<file path="config.mk">
export PLATFORM = sky130hd
export DESIGN_NAME = bracket_framed_message_ring_flat
export DESIGN_NICKNAME = d
export VERILOG_FILES = /design/src/rtl/bfmr_pkg.sv /design/src/rtl/bfmr_in_if.sv /design/src/rtl/bfmr_out_if.sv /design/src/rtl/bfmr_regs.sv /design/src/rtl/bfmr_ctrl.sv /design/src/rtl/bfmr_dp.sv /design/src/rtl/bracket_framed_message_ring.sv /design/src/flat_wrapper.sv
export VERILOG_INCLUDE_DIRS = /design/src /design/src/rtl
export SDC_FILE = /design/constraint.sdc
export NUM_CORES = 1
export LEC_CHECK = 0
export ABC_AREA = 1
export BUFFER_PORTS_ARGS = -buffer_cell sky130_fd_sc_hd__buf_4
export CAP_MARGIN = 10
export CELL_PAD_IN_SITES_DETAIL_PLACEMENT = 1
export CELL_PAD_IN_SITES_GLOBAL_PLACEMENT = 1
export CORE_UTILIZATION = 45
export CTS_CLUSTER_DIAMETER = 40
export CTS_CLUSTER_SIZE = 12
export DETAILED_ROUTE_END_ITERATION = 10
export PLACE_DENSITY_LB_ADDON = 0.25
export SYNTH_ARGS = -nofsm -noshare
export SYNTH_HDL_FRONTEND = slang
export SYNTH_SLANG_ARGS = --single-unit
</file>
<file path="constraint.sdc">
create_clock -name clk_i -period 5.2 [get_ports clk_i]
set_input_delay 0.52 -clock clk_i [delete_from_list [all_inputs] [get_ports clk_i]]
set_output_delay 0.52 -clock clk_i [all_outputs]
set_load 0.01 [all_outputs]
</file>
<file path="src/rtl/assert_macros.svh">
// Assertion helpers used by the RTL of the framed message ring.
// No dependencies; compiled out when SYNTHESIS is defined.
`ifndef ASSERT_MACROS_SVH
`define ASSERT_MACROS_SVH

`ifndef SYNTHESIS
`define BFMR_ASSERT_RST(lbl, clk, rst_n, prop, msg) \
  lbl: assert property (@(posedge clk) disable iff (!rst_n) prop) else $error(msg);
`define BFMR_ASSERT(lbl, prop, msg) \
  `BFMR_ASSERT_RST(lbl, clk_i, rst_ni, prop, msg)
`else
`define BFMR_ASSERT_RST(lbl, clk, rst_n, prop, msg)
`define BFMR_ASSERT(lbl, prop, msg)
`endif

`endif

</file>
<file path="src/rtl/bfmr_pkg.sv">
// Shared constants and controller/datapath command types of the framed message ring.
// No dependencies.
package bfmr_pkg;

  localparam int unsigned SlotCountDef = 8;
  localparam int unsigned SlotBytesDef = 16;

  localparam logic [7:0] StartCharRst = 8'h5B;  // '['
  localparam logic [7:0] EndCharRst   = 8'h5D;  // ']'

  localparam int unsigned CfgAddrW = 3;
  localparam int unsigned CfgDataW = 32;

  typedef enum logic [0:0] {
    REG_START_CHAR = 1'b0,
    REG_END_CHAR   = 1'b1
  } reg_idx_e;

  typedef struct packed {
    logic accept;     // item taken this cycle
    logic init_step;  // post-reset clear sweep
    logic clr_step;   // clear one byte of the write slot
    logic pop_step;   // read one byte of the read slot
  } dp_cmd_t;

  typedef struct packed {
    logic go_pop;     // current item is a pop on a non-empty ring
    logic go_clear;   // current item needs a slot clear
    logic out_free;   // output register can take a byte
    logic walk_last;  // byte walk at final byte
    logic init_done;  // last entry of the reset sweep
  } dp_status_t;

endpackage

</file>
<file path="src/rtl/bfmr_in_if.sv">
// Input item channel: action and received byte with valid/ready.
// No dependencies.
interface bfmr_in_if;
  logic       valid;
  logic       ready;
  logic       action;
  logic [7:0] rx_byte;

  modport source (output valid, output action, output rx_byte, input ready);
  modport sink (input valid, input action, input rx_byte, output ready);
endinterface

</file>
<file path="src/rtl/bfmr_out_if.sv">
// Result item channel: popped byte and last flag with valid/ready.
// No dependencies.
interface bfmr_out_if;
  logic       valid;
  logic       ready;
  logic [7:0] out_byte;
  logic       last;

  modport source (output valid, output out_byte, output last, input ready);
  modport sink (input valid, input out_byte, input last, output ready);
endinterface

</file>
<file path="src/rtl/bfmr_regs.sv">
// APB-style register file holding the start and end characters.
// Depends on bfmr_pkg.
module bfmr_regs (
  input  logic                           clk_i,
  input  logic                           rst_ni,
  input  logic                           psel,
  input  logic                           penable,
  input  logic                           pwrite,
  input  logic [bfmr_pkg::CfgAddrW-1:0]  paddr,
  input  logic [bfmr_pkg::CfgDataW-1:0]  pwdata,
  output logic [bfmr_pkg::CfgDataW-1:0]  prdata,
  output logic                           pready,
  output logic [7:0]                     start_char_o,
  output logic [7:0]                     end_char_o
);
  import bfmr_pkg::*;

  logic [7:0] start_char_q;
  logic [7:0] end_char_q;
  logic       wr_en;
  reg_idx_e   sel;

  assign pready = 1'b1;
  assign wr_en  = psel & penable & pwrite & pready;
  // word aligned; only the word index bit decodes
  assign sel    = reg_idx_e'(paddr[CfgAddrW-1]);

  always_ff @(posedge clk_i or negedge rst_ni) begin
    if (!rst_ni) begin
      start_char_q <= StartCharRst;
      end_char_q   <= EndCharRst;
    end else if (wr_en) begin
      unique case (sel)
        REG_START_CHAR: start_char_q <= pwdata[7:0];
        REG_END_CHAR:   end_char_q   <= pwdata[7:0];
        default: ;
      endcase
    end
  end

  always_comb begin
    unique case (sel)
      REG_START_CHAR: prdata = {(CfgDataW-8)'(0), start_char_q};
      REG_END_CHAR:   prdata = {(CfgDataW-8)'(0), end_char_q};
      default:        prdata = '0;
    endcase
  end

  assign start_char_o = start_char_q;
  assign end_char_o   = end_char_q;

endmodule

</file>
<file path="src/rtl/bfmr_ctrl.sv">
// Sequencer of the framed message ring: reset sweep, item intake, slot clear and pop walks.
// Depends on bfmr_pkg.
module bfmr_ctrl (
  input  logic                  clk_i,
  input  logic                  rst_ni,
  input  logic                  in_valid_i,
  output logic                  in_ready_o,
  input  bfmr_pkg::dp_status_t  st_i,
  output bfmr_pkg::dp_cmd_t     cmd_o
);
  import bfmr_pkg::*;

  typedef enum logic [3:0] {
    S_INIT  = 4'b0001,
    S_IDLE  = 4'b0010,
    S_CLEAR = 4'b0100,
    S_POP   = 4'b1000
  } state_e;

  state_e state_q, state_d;

  always_comb begin
    state_d    = state_q;
    cmd_o      = '0;
    in_ready_o = 1'b0;
    unique case (state_q)
      S_INIT: begin
        cmd_o.init_step = 1'b1;
        if (st_i.init_done) state_d = S_IDLE;
      end
      S_IDLE: begin
        in_ready_o = 1'b1;
        if (in_valid_i) begin
          cmd_o.accept = 1'b1;
          if (st_i.go_pop) state_d = S_POP;
          else if (st_i.go_clear) state_d = S_CLEAR;
        end
      end
      S_CLEAR: begin
        cmd_o.clr_step = 1'b1;
        if (st_i.walk_last) state_d = S_IDLE;
      end
      S_POP: begin
        // a byte is read only when the output register frees up
        cmd_o.pop_step = st_i.out_free;
        if (st_i.out_free && st_i.walk_last) state_d = S_IDLE;
      end
      default: state_d = S_INIT;
    endcase
  end

  always_ff @(posedge clk_i or negedge rst_ni) begin
    if (!rst_ni) begin
      state_q <= S_INIT;
    end else begin
      state_q <= state_d;
    end
  end

endmodule

</file>
<file path="src/rtl/bfmr_dp.sv">
// Datapath of the framed message ring: slot memory, ring pointers, frame state, output register.
// Depends on bfmr_pkg and assert_macros.svh.
`include "assert_macros.svh"

module bfmr_dp #(
  parameter int unsigned SLOT_COUNT = bfmr_pkg::SlotCountDef,
  parameter int unsigned SLOT_BYTES = bfmr_pkg::SlotBytesDef
) (
  input  logic                  clk_i,
  input  logic                  rst_ni,
  input  logic                  action_i,
  input  logic [7:0]            rx_byte_i,
  input  logic [7:0]            start_char_i,
  input  logic [7:0]            end_char_i,
  input  bfmr_pkg::dp_cmd_t     cmd_i,
  output bfmr_pkg::dp_status_t  st_o,
  output logic                  out_valid_o,
  input  logic                  out_ready_i,
  output logic [7:0]            out_byte_o,
  output logic                  last_o
);
  import bfmr_pkg::*;

  localparam int unsigned SlotW = $clog2(SLOT_COUNT);
  localparam int unsigned ByteW = $clog2(SLOT_BYTES);
  localparam int unsigned AddrW = SlotW + ByteW;
  localparam int unsigned Depth = SLOT_COUNT * (2 ** ByteW);
  localparam logic [SlotW-1:0] SlotLast = SlotW'(SLOT_COUNT - 1);
  localparam logic [ByteW-1:0] ByteLast = ByteW'(SLOT_BYTES - 1);

  logic [7:0]       mem_q [Depth];
  logic [SlotW-1:0] write_slot_q;
  logic [SlotW-1:0] read_slot_q;
  logic [SlotW-1:0] init_slot_q;
  logic             wrapped_q;
  logic [ByteW-1:0] byte_count_q;
  logic             in_frame_q;
  logic [ByteW-1:0] walk_q;
  logic             out_valid_q;
  logic [7:0]       out_byte_q;
  logic             last_q;

  logic             is_start, is_end, is_data, overflow, empty;
  logic             rx_item, data_wr, mem_we, walk_en;
  logic [AddrW-1:0] mem_waddr;
  logic [7:0]       mem_wdata;
  logic [AddrW-1:0] mem_raddr;

  // start wins when both characters match
  assign is_start = (rx_byte_i == start_char_i);
  assign is_end   = !is_start && (rx_byte_i == end_char_i);
  assign is_data  = !is_start && !is_end && in_frame_q;
  assign overflow = is_data && (byte_count_q == ByteLast);
  assign empty    = (write_slot_q <= read_slot_q) && !wrapped_q;

  assign st_o.go_pop    = action_i && !empty;
  assign st_o.go_clear  = !action_i && (is_start || overflow);
  assign st_o.out_free  = !out_valid_q || out_ready_i;
  assign st_o.walk_last = (walk_q == ByteLast);
  assign st_o.init_done = st_o.walk_last && (init_slot_q == SlotLast);

  assign rx_item = cmd_i.accept && !action_i;
  // an overflowing byte is wiped by the clear that follows, so it is not stored
  assign data_wr = rx_item && is_data && !overflow;
  assign mem_we  = cmd_i.init_step || cmd_i.clr_step || data_wr;
  assign walk_en = cmd_i.init_step || cmd_i.clr_step || cmd_i.pop_step;

  always_comb begin
    mem_wdata = 8'h00;
    if (cmd_i.init_step) begin
      mem_waddr = {init_slot_q, walk_q};
    end else if (cmd_i.clr_step) begin
      mem_waddr = {write_slot_q, walk_q};
    end else begin
      mem_waddr = {write_slot_q, byte_count_q};
      mem_wdata = rx_byte_i;
    end
  end

  assign mem_raddr = {read_slot_q, walk_q};

  always_ff @(posedge clk_i) begin
    if (mem_we) mem_q[mem_waddr] <= mem_wdata;
    if (cmd_i.pop_step) begin
      out_byte_q <= mem_q[mem_raddr];
      last_q     <= st_o.walk_last;
    end
  end

  always_ff @(posedge clk_i or negedge rst_ni) begin
    if (!rst_ni) begin
      write_slot_q <= '0;
      read_slot_q  <= '0;
      init_slot_q  <= '0;
      wrapped_q    <= 1'b0;
      byte_count_q <= '0;
      in_frame_q   <= 1'b0;
      walk_q       <= '0;
      out_valid_q  <= 1'b0;
    end else begin
      if (rx_item) begin
        if (is_start) begin
          byte_count_q <= '0;
          in_frame_q   <= 1'b1;
        end else if (is_end) begin
          if (write_slot_q == SlotLast) begin
            write_slot_q <= '0;
            wrapped_q    <= 1'b1;
          end else begin
            write_slot_q <= write_slot_q + 1'b1;
          end
          byte_count_q <= '0;
          in_frame_q   <= 1'b0;
        end else if (is_data) begin
          byte_count_q <= overflow ? '0 : byte_count_q + 1'b1;
        end
      end

      if (walk_en) walk_q <= st_o.walk_last ? '0 : walk_q + 1'b1;

      if (cmd_i.init_step && st_o.walk_last && !st_o.init_done) begin
        init_slot_q <= init_slot_q + 1'b1;
      end

      if (cmd_i.pop_step && st_o.walk_last) begin
        if (read_slot_q == SlotLast) begin
          read_slot_q <= '0;
          wrapped_q   <= 1'b0;
        end else begin
          read_slot_q <= read_slot_q + 1'b1;
        end
      end

      if (cmd_i.pop_step) out_valid_q <= 1'b1;
      else if (out_ready_i) out_valid_q <= 1'b0;
    end
  end

  assign out_valid_o = out_valid_q;
  assign out_byte_o  = out_byte_q;
  assign last_o      = last_q;

  `BFMR_ASSERT(a_pop_room, cmd_i.pop_step |-> st_o.out_free, "pop read with output register full")
  `BFMR_ASSERT(a_last_flag, cmd_i.pop_step && st_o.walk_last |=> out_valid_q && last_q, "final byte of slot not flagged last")
  `BFMR_ASSERT(a_clear_slot_held, cmd_i.clr_step |=> $stable(write_slot_q), "write slot moved during slot clear")
  `BFMR_ASSERT(a_walk_at_rest, cmd_i.accept |-> walk_q == '0, "byte walk not at rest when item accepted")

endmodule

</file>
<file path="src/rtl/bracket_framed_message_ring.sv">
// Framed message ring: received bytes between start/end characters fill a ring of slots.
// A start byte or a slot overflow triggers a byte-wise clear of the write slot through the single
// memory write port; a pop reads the slot one byte per cycle from the registered memory read,
// holding while the output register is full; a pop on an empty ring gives no result.
// Reset is asynchronous, active low; a clearing pass over every byte of all SLOT_COUNT slots
// follows, during which no item is accepted (register writes are taken throughout).
module bracket_framed_message_ring #(
  parameter int unsigned SLOT_COUNT = bfmr_pkg::SlotCountDef,
  parameter int unsigned SLOT_BYTES = bfmr_pkg::SlotBytesDef
) (
  input  logic                           clk_i,
  input  logic                           rst_ni,
  bfmr_in_if.sink                        in_if,
  bfmr_out_if.source                     out_if,
  input  logic                           psel,
  input  logic                           penable,
  input  logic                           pwrite,
  input  logic [bfmr_pkg::CfgAddrW-1:0]  paddr,
  input  logic [bfmr_pkg::CfgDataW-1:0]  pwdata,
  output logic [bfmr_pkg::CfgDataW-1:0]  prdata,
  output logic                           pready
);
  import bfmr_pkg::*;

  logic       [7:0] start_char;
  logic       [7:0] end_char;
  dp_cmd_t          cmd;
  dp_status_t       st;

  bfmr_regs u_regs (
    .clk_i        (clk_i),
    .rst_ni       (rst_ni),
    .psel         (psel),
    .penable      (penable),
    .pwrite       (pwrite),
    .paddr        (paddr),
    .pwdata       (pwdata),
    .prdata       (prdata),
    .pready       (pready),
    .start_char_o (start_char),
    .end_char_o   (end_char)
  );

  bfmr_ctrl u_ctrl (
    .clk_i      (clk_i),
    .rst_ni     (rst_ni),
    .in_valid_i (in_if.valid),
    .in_ready_o (in_if.ready),
    .st_i       (st),
    .cmd_o      (cmd)
  );

  bfmr_dp #(
    .SLOT_COUNT (SLOT_COUNT),
    .SLOT_BYTES (SLOT_BYTES)
  ) u_dp (
    .clk_i        (clk_i),
    .rst_ni       (rst_ni),
    .action_i     (in_if.action),
    .rx_byte_i    (in_if.rx_byte),
    .start_char_i (start_char),
    .end_char_i   (end_char),
    .cmd_i        (cmd),
    .st_o         (st),
    .out_valid_o  (out_if.valid),
    .out_ready_i  (out_if.ready),
    .out_byte_o   (out_if.out_byte),
    .last_o       (out_if.last)
  );

endmodule
</file>
<file path="src/flat_wrapper.sv">
// flat-port wrapper written by rule: the top's interface ports become plain ports
module bracket_framed_message_ring_flat import bfmr_pkg::*;
#(
  parameter int unsigned SLOT_COUNT = bfmr_pkg::SlotCountDef,
  parameter int unsigned SLOT_BYTES = bfmr_pkg::SlotBytesDef
)
  (clk_i, rst_ni, psel, penable, pwrite, paddr, pwdata, prdata, pready, in_if_valid, in_if_action, in_if_rx_byte, in_if_ready, out_if_valid, out_if_out_byte, out_if_last, out_if_ready);
  bfmr_in_if in_if_i ();
  bfmr_out_if out_if_i ();
  input  logic clk_i;
  input  logic rst_ni;
  input  logic psel;
  input  logic penable;
  input  logic pwrite;
  input  logic [bfmr_pkg::CfgAddrW-1:0] paddr;
  input  logic [bfmr_pkg::CfgDataW-1:0] pwdata;
  output logic [bfmr_pkg::CfgDataW-1:0] prdata;
  output logic pready;
  input wire logic [$bits(in_if_i.valid)-1:0] in_if_valid;
  input wire logic [$bits(in_if_i.action)-1:0] in_if_action;
  input wire logic [$bits(in_if_i.rx_byte)-1:0] in_if_rx_byte;
  output wire logic [$bits(in_if_i.ready)-1:0] in_if_ready;
  output wire logic [$bits(out_if_i.valid)-1:0] out_if_valid;
  output wire logic [$bits(out_if_i.out_byte)-1:0] out_if_out_byte;
  output wire logic [$bits(out_if_i.last)-1:0] out_if_last;
  input wire logic [$bits(out_if_i.ready)-1:0] out_if_ready;
  assign in_if_i.valid = in_if_valid;
  assign in_if_i.action = in_if_action;
  assign in_if_i.rx_byte = in_if_rx_byte;
  assign in_if_ready = in_if_i.ready;
  assign out_if_valid = out_if_i.valid;
  assign out_if_out_byte = out_if_i.out_byte;
  assign out_if_last = out_if_i.last;
  assign out_if_i.ready = out_if_ready;
  bracket_framed_message_ring #(.SLOT_COUNT(SLOT_COUNT), .SLOT_BYTES(SLOT_BYTES)) u_core (.clk_i(clk_i), .rst_ni(rst_ni), .in_if(in_if_i), .out_if(out_if_i), .psel(psel), .penable(penable), .pwrite(pwrite), .paddr(paddr), .pwdata(pwdata), .prdata(prdata), .pready(pready));
endmodule
</file>
==> summary by stage <==
Floorplan
The floorplan row count is 114. The effective utilization at floorplan is between 40% and 50%. In this run the vertical extent of the chip is ~320 um.

The die covers roughly 0.1 sq mm. The area of the core is between 0.09 and 0.1 sq mm. The die outline width is roughly 320 um. For this design the top-level I/O count stands at 95.

Clocking
The clock latency at the later pin of the worst-skew pair is about 0.75 ns. The count of H-tree levels built during CTS is 4. Buffers added to address setup during post-CTS repair amount to 0. The maximum buffer depth of the clock tree is 3.

CTS placed an instance of sky130_fd_sc_hd__clkbuf_16 at the clock tree root. Clock-pin slew was measured on the worst setup and hold paths at about 0.05 ns. The number of sinks on the clock net is 1073. Clock tree synthesis inserted a total of approximately 150 buffers.

TritonCTS built the clock tree. After clock tree synthesis, the flow added hold-fix buffers numbering 2. The number of cells upsized or downsized after cts is 0.

Timing
The period utilization is 73.64%. The headroom to the max-slew limit is between 20 and 30%. The total count of max-transition violations in the final report is 0.

The shortest period the worst path allows is 3.829 ns. Hold is met by roughly 0.056 ns. At the pin with the least slew margin, the transition time is around 1.1 ns. Timing would allow up to around 260 MHz. Summed over all failing endpoints, the final setup total negative slack is 0 ns.

The number of endpoints with negative hold slack in the final report is 0. The final clock skew is ~0.031 ns. Setup repair after global routing left no endpoint under its margin.

Setup violations remaining at the end of the flow were counted as 0.

Logic synthesis
Counting every instance in the synthesized netlist gives 3705. After synthesis, the cell types taking the most area are sky130_fd_sc_hd__edfxtp_1 70%, sky130_fd_sc_hd__nand2_1 6.5%, sky130_fd_sc_hd__o21ai_0 4.7%. The cell area after synthesis is 0.04409 sq mm. Summing the sequential cell areas from Yosys gives between 70 and 80% of the chip area. The synthesized netlist contains 39 unique library cells. After synthesis, the most frequently instantiated cells are 1033 x sky130_fd_sc_hd__edfxtp_1, 763 x sky130_fd_sc_hd__nand2_1, 544 x sky130_fd_sc_hd__nor2_1, 411 x sky130_fd_sc_hd__o21ai_0, 142 x sky130_fd_sc_hd__a21oi_1. The number of warnings reported in the yosys synthesis log is 0. The proportion of register bits with asynchronous set or reset after synthesis is roughly 3.7%. The post-synthesis sequential element count is about 1100.

The mean post-synth cell area is between 10 and 15 sq um. The flip-flop cell with the highest count after synthesis is sky130_fd_sc_hd__edfxtp_1. By instance count, the leading cell after synthesis is sky130_fd_sc_hd__edfxtp_1. sky130_fd_sc_hd__edfxtp_1 takes more of the synthesized area than any other cell. The area share of the largest cell type after synthesis is 70.36%. The number of enable-type register cells in the synthesized netlist is 1033.

Hold path
The type of the tightest min-delay check is primary input to flop.

Detailed routing
The first TritonRoute pass finished after 8 iterations. The iteration-0 DRC count of the detailed router is 2297. The count of antenna-violating nets left after detailed routing is 0. The final route contains about 29000 vias. After detailed routing, the total wire length is about 120000 um. Dividing the detail-routed wire length by the instance count gives 24.27 um. After detailed routing, the number of vias per cell comes to approximately 5.7. After detailed routing, the number of remaining DRC violations is 4.

Layout
The number of antenna diodes in the final layout is 0. The fraction of final layout cells sized beyond drive strength 1 is 9.556%. The final layout contains 3777 nets. The area added between synthesis and finish is 14.23%.

Worst setup path
The worst setup path is launched from a flop. The critical path required time is roughly 5.6 ns. The critical path is of the flop to flop type. The peak fanout along the critical path is 10. Data on the critical path arrives at its endpoint at roughly 4.2 ns. The critical path capture point type is a flop.

Pwr
Power spread over the standard cell area amounts to 602.0 mW/mm^2. In this run the static leakage power is 17.41 nW. IR analysis of the VDD net gives a maximum drop of 405.0 uV.

Global route
The number of antenna violations at the first check in global routing is 1. The overall track demand over capacity in global routing is around a quarter. The number of global-route vias before repair was about 30000.

Summed over all layers, the global routing overflow is 0. The wire length of the first global-routing pass is 184600 um. The largest net degree at the start of global routing is 180.

Place
During placement, the flow inserted port buffers numbering 43. Routability-driven placement finished with a final weighted congestion of slightly below 0.8. The placed wire-length estimate is 67510 um.

Job
Across the run, the number of max-cap violations was 0.

Status
The checks that failed: DRC. The flow ran to the end, but the final reports show violations.
[power by group]
group | leakage [nW] | internal [mW] | switching, mW
Sequential | 9.89 | 10.8 | 0.212
Combinational | 5.19 | 2.09 | 7.22
Clock | 2.34 | 6.07 | 3.89
[worst max-delay path, cell delays in order (launching register included)]
cell,delay [ns]
sky130_fd_sc_hd__dfstp_2,0.54
sky130_fd_sc_hd__inv_2,0.05
sky130_fd_sc_hd__nor3_4,0.32
sky130_fd_sc_hd__nor2_4,0.14
sky130_fd_sc_hd__nand2_1,0.08
sky130_fd_sc_hd__o21ai_1,0.13
sky130_fd_sc_hd__nor2_1,0.84
sky130_fd_sc_hd__nand2_1,0.54
sky130_fd_sc_hd__nor2_1,0.79
[cells in the final DEF, fill, tap and decap left out, types with 13 or more instances in the layout]
master                       Yosys  final
sky130_fd_sc_hd__clkbuf_1      141     13
sky130_fd_sc_hd__buf_12          0     13
sky130_fd_sc_hd__bufinv_16       0     14
sky130_fd_sc_hd__a21boi_0      110    110
sky130_fd_sc_hd__a21oi_1       142    142
sky130_fd_sc_hd__clkinvlp_4      0     18
sky130_fd_sc_hd__nor2_1        544    535
sky130_fd_sc_hd__conb_1          2     25
sky130_fd_sc_hd__clkinv_2        0     18
sky130_fd_sc_hd__inv_1          69     66
sky130_fd_sc_hd__edfxtp_1     1033   1033
sky130_fd_sc_hd__o21ai_0       411    411
sky130_fd_sc_hd__dfrtp_1        29     26
sky130_fd_sc_hd__nand3_1       124    124
sky130_fd_sc_hd__o22ai_1       129    129
sky130_fd_sc_hd__clkbuf_16       0    152
sky130_fd_sc_hd__buf_4          33     67
sky130_fd_sc_hd__clkinv_1        2     22
sky130_fd_sc_hd__nand2_1       763    761
sky130_fd_sc_hd__o21ai_1        19     19
sky130_fd_sc_hd__inv_6           0     14
[path summary, 6_finish.rpt]
| kind | startpoint | to | slack, ns | cells past startpoint |
|---|---|---|---|---|
| worst min-delay path | pwdata[0] | u_core.u_regs.start_char_o[0]$_DFFE_PN1P_ | 0.06 | 3 |
| worst max-delay path | u_core.u_ctrl.state_q[0]$_DFFE_PN1P_ | u_core.u_dp.mem_q[40][0]$_DFFE_PP_ | 1.37 | 8 |
| worst max register to register | u_core.u_ctrl.state_q[0]$_DFFE_PN1P_ | u_core.u_dp.mem_q[40][0]$_DFFE_PP_ | 1.37 | 8 |
| min in group asynchronous | rst_ni | u_core.u_regs.start_char_o[7]$_DFFE_PN0P_ | 0.33 | 2 |
| max in group asynchronous | rst_ni | u_core.u_dp.walk_q[1]$_DFFE_PN0P_ | 4.44 | 2 |
| worst min register to register | u_core.u_regs.start_char_o[0]$_DFFE_PN1P_ | u_core.u_regs.start_char_o[0]$_DFFE_PN1P_ | 0.50 | 2 |
[layout make-up]
type	count	area, sq um
inverters	79	309.0
repair buffers	82	783.3
flip-flops and latches	1073	32040
clock inverters	100	1025
well taps	1276	1597
clock buffers	165	3852
fillers	9837	46490
multi-input cells	2331	10750
[layer usage]
| metal | vias to the layer above | wire [um] | GRT usage, % | share of wire, % |
|---|---|---|---|---|
| met5 | - | 0 | 0 | 0 |
| met4 | 0 | 3482 | 8.605 | 2.8 |
| met3 | 224 | 6246 | 3.671 | 5.0 |
| met2 | 780 | 61620 | 42.59 | 50 |
| met1 | 14840 | 52570 | 32.77 | 42 |
| li1 | 13130 | - | - | - |
[through the flow]
| step | util [%] | cell area [sq um] | cells | power (mW) | worst slack [ns] |
|---|---|---|---|---|---|
| 2_1_floorplan | - | 44180 | 3728 | 16.93 | 0.3811 |
| 3_3_place_gp | 46.94 | 45460 | 4839 | 20.14 | 1.534 |
| 3_5_place_dp | 46.94 | 45460 | 4839 | 20.44 | 1.463 |
| 4_1_cts | 52.00 | 50360 | 5106 | 30.44 | 1.428 |
| 5_1_grt | 52.00 | 50360 | 5106 | 31.58 | 1.246 |
| 6_report | 52.00 | 50360 | 5106 | 30.32 | 1.371 |
[cell families (layout without fill, tap and decap cells)]
logic type	count (synthesis)	count (layout)	share of synthesized area (%)
simple gates	1456	1456	12.96
flops	1073	1073	72.66
compound gates	825	825	10.45
buf+inv	324	426	3.326
xor+xnor	13	13	0.2582
fa+ha+maj	11	11	0.3122
other cells	2	25	0.01703
mux	1	1	0.02554
[sequential cells by signal (all words and copies together), names as in the netlist, 4 cells and up]
signal / count
u_core.u_ctrl.state_q: 4
u_core.u_dp.byte_count_q: 4
u_core.u_dp.mem_q: 1024
u_core.u_dp.out_byte_o: 8
u_core.u_dp.walk_q: 4
u_core.u_regs.end_char_o: 8
u_core.u_regs.start_char_o: 8
No activity file was read; power rests on OpenSTA's default activity.
